$ cat config.mk
export PLATFORM = sky130hd
export DESIGN_NAME = ffe_sq
export DESIGN_NICKNAME = d
export VERILOG_FILES = /design/src/hdl/ffe_pkg.sv /design/src/hdl/ffe_sq.sv
export SDC_FILE = /design/constraint.sdc
export NUM_CORES = 2
export LEC_CHECK = 0
export BUFFER_PORTS_ARGS = -buffer_cell sky130_fd_sc_hd__buf_2
export CORE_AREA = 2 2 337 239
export CTS_CLUSTER_DIAMETER = 60
export DETAILED_ROUTE_END_ITERATION = 12
export DIE_AREA = 0 0 339 241
export GPL_ROUTABILITY_DRIVEN = 0
export PLACE_DENSITY = 0.89
export REMOVE_ABC_BUFFERS = 1
export SLEW_MARGIN = 25
export SYNTH_ARGS = -nofsm -noshare
export SYNTH_HDL_FRONTEND = slang
export SYNTH_SLANG_ARGS = --single-unit
$ cat constraint.sdc
create_clock -name i_clk -period 6.5 [get_ports i_clk]
set_input_delay 0.975 -clock i_clk [delete_from_list [all_inputs] [get_ports i_clk]]
set_output_delay 0.975 -clock i_clk [all_outputs]
set_load 0.01 [all_outputs]
$ cat src/hdl/ffe_pkg.sv
// Shared types, constants and root table for the form factor pipeline.
`timescale 1ns / 1ps
package ffe_pkg;

    localparam int QW     = 16;
    localparam int FFW    = 20;
    localparam int AMPW   = 18;
    localparam int RATEW  = 23;
    localparam int S2W    = 25;
    localparam int FRACB  = 20;
    localparam int EW     = 44;
    localparam int EHALF  = 22;
    localparam int MW     = 31;
    localparam int NW     = 10;
    localparam int TW     = 30;
    localparam int YW     = 32;
    localparam int NLANE  = 3;
    localparam int ADDRW  = 5;
    localparam int DATAW  = 32;

    localparam logic [S2W-1:0]       S2_SCALE  = 25'd27198198;
    localparam logic signed [TW-1:0] LOG2E_Q28 = 30'sd387270501;
    localparam logic [EW-1:0]        E_CLIP    = {EW{1'b1}};
    localparam logic signed [NW-1:0] N_CLIP    = 10'sd20;
    localparam logic signed [NW-1:0] N_UNITY   = 10'sd6;
    localparam logic signed [FFW-1:0] OUT_MAX  = 20'sd524287;
    localparam logic signed [FFW-1:0] OUT_MIN  = -20'sd524288;

    // register indexes
    localparam logic [2:0] REG_AMP_ONE    = 3'd0;
    localparam logic [2:0] REG_RATE_ONE   = 3'd1;
    localparam logic [2:0] REG_AMP_TWO    = 3'd2;
    localparam logic [2:0] REG_RATE_TWO   = 3'd3;
    localparam logic [2:0] REG_AMP_THREE  = 3'd4;
    localparam logic [2:0] REG_RATE_THREE = 3'd5;
    localparam logic [2:0] REG_OFFSET     = 3'd6;

    typedef struct packed {
        logic signed [QW-1:0] qx;
        logic signed [QW-1:0] qy;
        logic signed [QW-1:0] qz;
    } t_q_in;

    typedef struct packed {
        logic signed [FFW-1:0] form_factor;
        logic                  saturated;
    } t_ff_out;

    typedef logic [FRACB-1:0][MW-1:0] t_roots;

    // Integer square root, evaluated at elaboration only.
    function automatic logic [63:0] isqrt64(input logic [63:0] x);
        logic [63:0] v;
        logic [63:0] r;
        logic [63:0] b;
        v = x;
        r = '0;
        b = 64'h4000_0000_0000_0000;
        for (int i = 0; i < 32; i++) begin
            if (v >= r + b) begin
                v = v - (r + b);
                r = (r >> 1) + b;
            end else begin
                r = r >> 1;
            end
            b = b >> 2;
        end
        return r;
    endfunction

    // Root factors 2^(2^-k) in Q.30, k = 1 first.
    function automatic t_roots build_roots();
        t_roots      t;
        logic [63:0] r;
        r = isqrt64(64'd1 << 61);
        t[0] = r[MW-1:0];
        for (int k = 1; k < FRACB; k++) begin
            r = isqrt64(r << 30);
            t[k] = r[MW-1:0];
        end
        return t;
    endfunction

    localparam t_roots ROOTS = build_roots();

endpackage

$ cat src/hdl/ffe_sq.sv
// Squared magnitude of q and its scaling to s2.
`timescale 1ns / 1ps
module ffe_sq (
    input  logic                         i_clk,
    input  logic                         i_rst_n,
    input  logic                         i_en,
    input  logic                         i_valid,
    input  ffe_pkg::t_q_in               i_q,
    output logic                         o_valid,
    output logic [ffe_pkg::S2W-1:0]      o_s2
);

    logic [3:0]  r_v;
    logic [31:0] r_sqx, r_sqy, r_sqz;
    logic [31:0] r_sum;
    logic [56:0] r_prod;
    logic [ffe_pkg::S2W-1:0] r_s2;

    logic [31:0] n_sqx, n_sqy, n_sqz;
    logic [31:0] n_sum;
    logic [56:0] n_prod;
    logic [57:0] n_rnd;

    // square, add, scale, round
    always_comb begin
        n_sqx  = $unsigned(32'(i_q.qx) * 32'(i_q.qx));
        n_sqy  = $unsigned(32'(i_q.qy) * 32'(i_q.qy));
        n_sqz  = $unsigned(32'(i_q.qz) * 32'(i_q.qz));
        n_sum  = r_sqx + r_sqy + r_sqz;
        n_prod = 57'(r_sum) * 57'(ffe_pkg::S2_SCALE);
        n_rnd  = 58'(r_prod) + (58'd1 << 31);
    end

    // hold valids under stall
    always_ff @(posedge i_clk) begin
        if (!i_rst_n) begin
            r_v <= '0;
        end else if (i_en) begin
            r_v <= {r_v[2:0], i_valid};
        end
    end

    // advance data
    always_ff @(posedge i_clk) begin
        if (i_en) begin
            r_sqx  <= n_sqx;
            r_sqy  <= n_sqy;
            r_sqz  <= n_sqz;
            r_sum  <= n_sum;
            r_prod <= n_prod;
            r_s2   <= n_rnd[56:32];
        end
    end

    assign o_valid = r_v[3];
    assign o_s2    = r_s2;

endmodule

-- Yosys cells after proc, flatten, opt, wreduce, memory -nomap -nowiden
Cells that the tools add are included.
- logic and storage cells: 14
- flip-flop bits (word level): 213
- multiply operators: 4
- add/sub/neg operators: 3
- operators by type and width (operator ; number):
    multiplier 16 x 16 -> 32 bit ; 3
    adder 32 bit ; 2
    adder 57 x 32 -> 57 bit (second input constant) ; 1
    multiplier 32 x 24 -> 56 bit (second input constant) ; 1

-- Logic depth before layout (Yosys ltp)
- depth after elaboration: 2
- depth in mapped cells: 27

-- Worst setup path after synthesis
No wires, ideal clock.
- kind: in2reg
- from: in i_q[33] (netlist bit)
- to: reg r_sqx[28], data pin
- data required time: 6.241 ns
- stages: 25
- library setup time: 0.259 ns
- buffers on the path: 2
- setup slack: -0.593 ns
- arrival time: 6.834 ns
- path through: clkbuf_1 clkbuf_1 nand2_1 fa_1 inv_1 fa_1 inv_1 fa_1 inv_1 fa_1 inv_1 fa_1 fa_1 inv_1 ha_1 a21o_1 a21o_1 a221oi_1 o31ai_1 a221oi_2 o21ai_1 a41oi_1 nand2b_1 a21oi_1 xnor2_1
- cells in the longest elaborated chain, start to end: 1
- RTL lines (element ; line ; source):
    start, declared ; ffe_sq.sv:8 ; input ffe_pkg::t_q_in i_q,
    multiplier 16 x 16 -> 32 bit ; ffe_sq.sv:26 ; n_sqx = $unsigned(32'(i_q.qx) * 32'(i_q.qx));
    via n_sqx[28] ; ffe_sq.sv:19 ; logic [31:0] n_sqx, n_sqy, n_sqz;
    end signal, assigned ; ffe_sq.sv:46 ; r_sqx <= n_sqx;
    end, declared ; ffe_sq.sv:14 ; logic [31:0] r_sqx, r_sqy, r_sqz;
The timed path passes the listed nets, and every way through them passes these cells.
A chain may end at the register's enable or synchronous reset.

-- Worst setup path after layout
- from: in i_q[19] (netlist bit)
- to: reg r_sqy[20], data pin
- cells in the longest elaborated chain, start to end: 1
- RTL lines (element ; line ; source):
    multiplier 16 x 16 -> 32 bit ; ffe_sq.sv:27 ; n_sqy = $unsigned(32'(i_q.qy) * 32'(i_q.qy));
    via n_sqy[20] ; ffe_sq.sv:19 ;
    end signal, assigned ; ffe_sq.sv:47 ; r_sqy <= n_sqy;
    end, declared ; ffe_sq.sv:14 ;
The timed path passes the listed nets, and every way through them passes these cells.

==> results_dict.tcl <==
set metrics [dict create \
    ys_ff_latch 180 \
    totalNegativeSetupSlack_ns -9.08 \
    die_y_um 241 \
    min_path_type "reg2reg" \
    synth-main-ff-cell "edfxtp_1" \
    area_growth_pct 16.7 \
    cts_tree "done" \
    syn_inst 4663 \
    drv_slew 0 \
    cp_max_fo 7 \
    synth_edf_count 176 \
    drive_above_1_share_pct 18.0 \
    clk-insertion-delay-late_ns 0.52 \
    clock_skew_ns 0.0382 \
    io_pins 78 \
    final_common_cell "inv_1" \
    drt_iter0_drc 4479 \
    setup.worst_path.start_class "input pin" \
    yosys.cell_types.count 80 \
    crit_arrival_ns 7.36 \
    r2r_setup_slack_ns -0.50 \
    core_um2 78200 \
    hpwlAfterDp_mm 109 \
    grt_pass1_wl_mm 207 \
    hold_violations 0 \
    rsz0062_at_grt "yes" \
    die_w_um 339 \
    status "finished, violations left" \
    antenna_found_initial 1 \
    dr_total_vias 37600 \
    preCtsSetupSlack_ns -0.626 \
    postRouteAntennaNets 0 \
    cp_slowest_stage_delay_ns 0.62 \
    io_buffer_count 77 \
    period_minus_slack_ns 7.11 \
    drv_cap 0 \
    grt_max_degree 90 \
    die_area_um2 81700 \
    numCtsBuffers 17 \
    grt_usage_pct 32.5 \
    post-route-util_pct 70.9 \
    wl_per_cell_um 22.6 \
    clockBufferDepth 2 \
    worstPathRequired_ns 6.75 \
    endpoint_kind "flop" \
    path_common_cell "inv_1" \
    setup_ws_ns -0.614 \
    num_rows 86 \
    synth.avg_cell_area_um2 10.2 \
    most-common-layout-cells "1311 x inv_1, 1003 x fa_1, 578 x buf_4" \
    synth_area_leaders "fa_1 44%, ha_1 16%, edfxtp_1 11%" \
    syn_area_um2 47500 \
    yosys_warnings 0 \
    maxSlewHeadroom_pct 41.1 \
    grt_overflow 0 \
    htreeDepth 4 \
    synth_top_area_share_pct 43.6 \
    clockRootBuffer "clkbuf_16" \
    grt_pass1_vias 39700 \
    worst_pin_slew_ns 0.883 \
    path_buf_inv 9 \
    setup_viol_count_final 31 \
    hold_ws_ns 0.527 \
    drc 2 \
    violations "DRC, setup timing" \
    clkSinkCount 180 \
    crit_family "adder cells" \
    wirelength_mm 144 \
    final_nets 6958 \
    synth-seq-area-share_pct 11.3 \
    routed_via_density 5.93 \
    synth_top_cell_by_area "fa_1" \
    cp_slowest_cell "a211oi_2" \
    initial_core_util_pct 60.7 \
    critPathKind "in2reg" \
    clk_pin_slew_ns 0.08 \
    async_flop_share_pct 0 \
    post-route-period-util_pct 109 \
    max_freq_mhz 141 \
    dr.pass1.iters 13 \
]
per-layer routing:
metal,GRT usage [%],share of wire [%],vias to the layer above
met5,0,0.0084,-
met4,15.0,7.6,2
met3,8.94,12,972
met2,52.8,46,2972
met1,40.8,35,18300
li1,-,-,15400
synth_stat cells (17+ instances only):
master	n
inv_1	1342
fa_1	1034
ha_1	593
nand2_1	298
edfxtp_1	176
xnor2_1	155
and2_1	141
a21oi_1	135
nor2_1	118
a21o_1	92
xor2_1	84
clkbuf_1	77
o21ai_0	73
nand3_1	38
nand2b_1	36
and3_1	24
nand4_1	23
nor2b_1	22
o21a_1	18
o21bai_1	17
final cells by class:
type	count	area, um2
Inverter	1342	5040
Fill cell	4640	22800
Clock buffer	17	425
Clock inverter	14	170
Multi-Input combinational cell	3063	38000
Sequential cell	180	5370
Timing Repair Buffer	675	5120
Tap cell	1056	1320
Antenna cell	1	2.50
sequential cells by signal (all words and copies together) (netlist names):
signal  cells
r_sum      32
r_sqx      31
r_sqy      31
r_sqz      31
r_prod     26
o_s2       25
r_v         4
kinds of logic after synthesis:
logic type / after synthesis / share of synthesized area, %
muxes: 4 / 0.0843
adders and majority gates: 1627 / 59.2
AOI/OAI and AO/OA: 441 / 6.10
DFF: 180 / 11.3
xor gates and xnor gates: 239 / 4.41
and+or+nand+nor: 749 / 7.63
buffers and inverters: 1422 / 11.3
other: 1 / 0.00790
path summary, 6_finish.rpt:
| kind | from | endpoint | cells past startpoint |
|---|---|---|---|
| worst max-delay path | i_q[19] | r_sqy[20]$_DFFE_PP_ | 27 |
| worst min-delay path | r_v[2]$_SDFFE_PN0P_ | r_v[2]$_SDFFE_PN0P_ | 2 |
| worst max register to register | r_sum[12]$_DFFE_PP_ | r_prod[56]$_DFFE_PP_ | 20 |
| worst min register to register | r_v[2]$_SDFFE_PN0P_ | r_v[2]$_SDFFE_PN0P_ | 2 |
metrics by stage:
step | instances | area [um2]
floorplan | 4585 | 47200
global placement | 6260 | 53000
detailed placement | 6260 | 53000
CTS | 6310 | 54000
global route | 6347 | 55400
finish | 6348 | 55400
worst register-to-register path, stage by stage, from the launching register on:
cell	delay (ns)
edfxtp_1	0.58
buf_6	0.20
fa_2	0.61
xor2_2	0.23
ha_1	0.29
fa_1	0.47
fa_2	0.59
fa_1	0.47
fa_1	0.52
fa_1	0.51
ha_4	0.33
nand4_1	0.14
or4_4	0.46
nor3_4	0.18
a21oi_2	0.08
o211a_4	0.18
a31oi_4	0.18
a211o_2	0.19
and4_4	0.29
a31o_1	0.17
xnor2_1	0.09
repair_timing:
| item | CTS | global route |
|---|---|---|
| pin swaps | 53 | 154 |
| setup endpoints to repair | 33 | 45 |
| resized for setup | 71 | 271 |
| hold buffers | 0 | 0 |
| gates cloned | 0 | 0 |
| setup buffers | 19 | 38 |
Power is left out: the tool's default activity adds up to more than one toggle a clock period on the data nets, which glitch-free logic cannot reach.
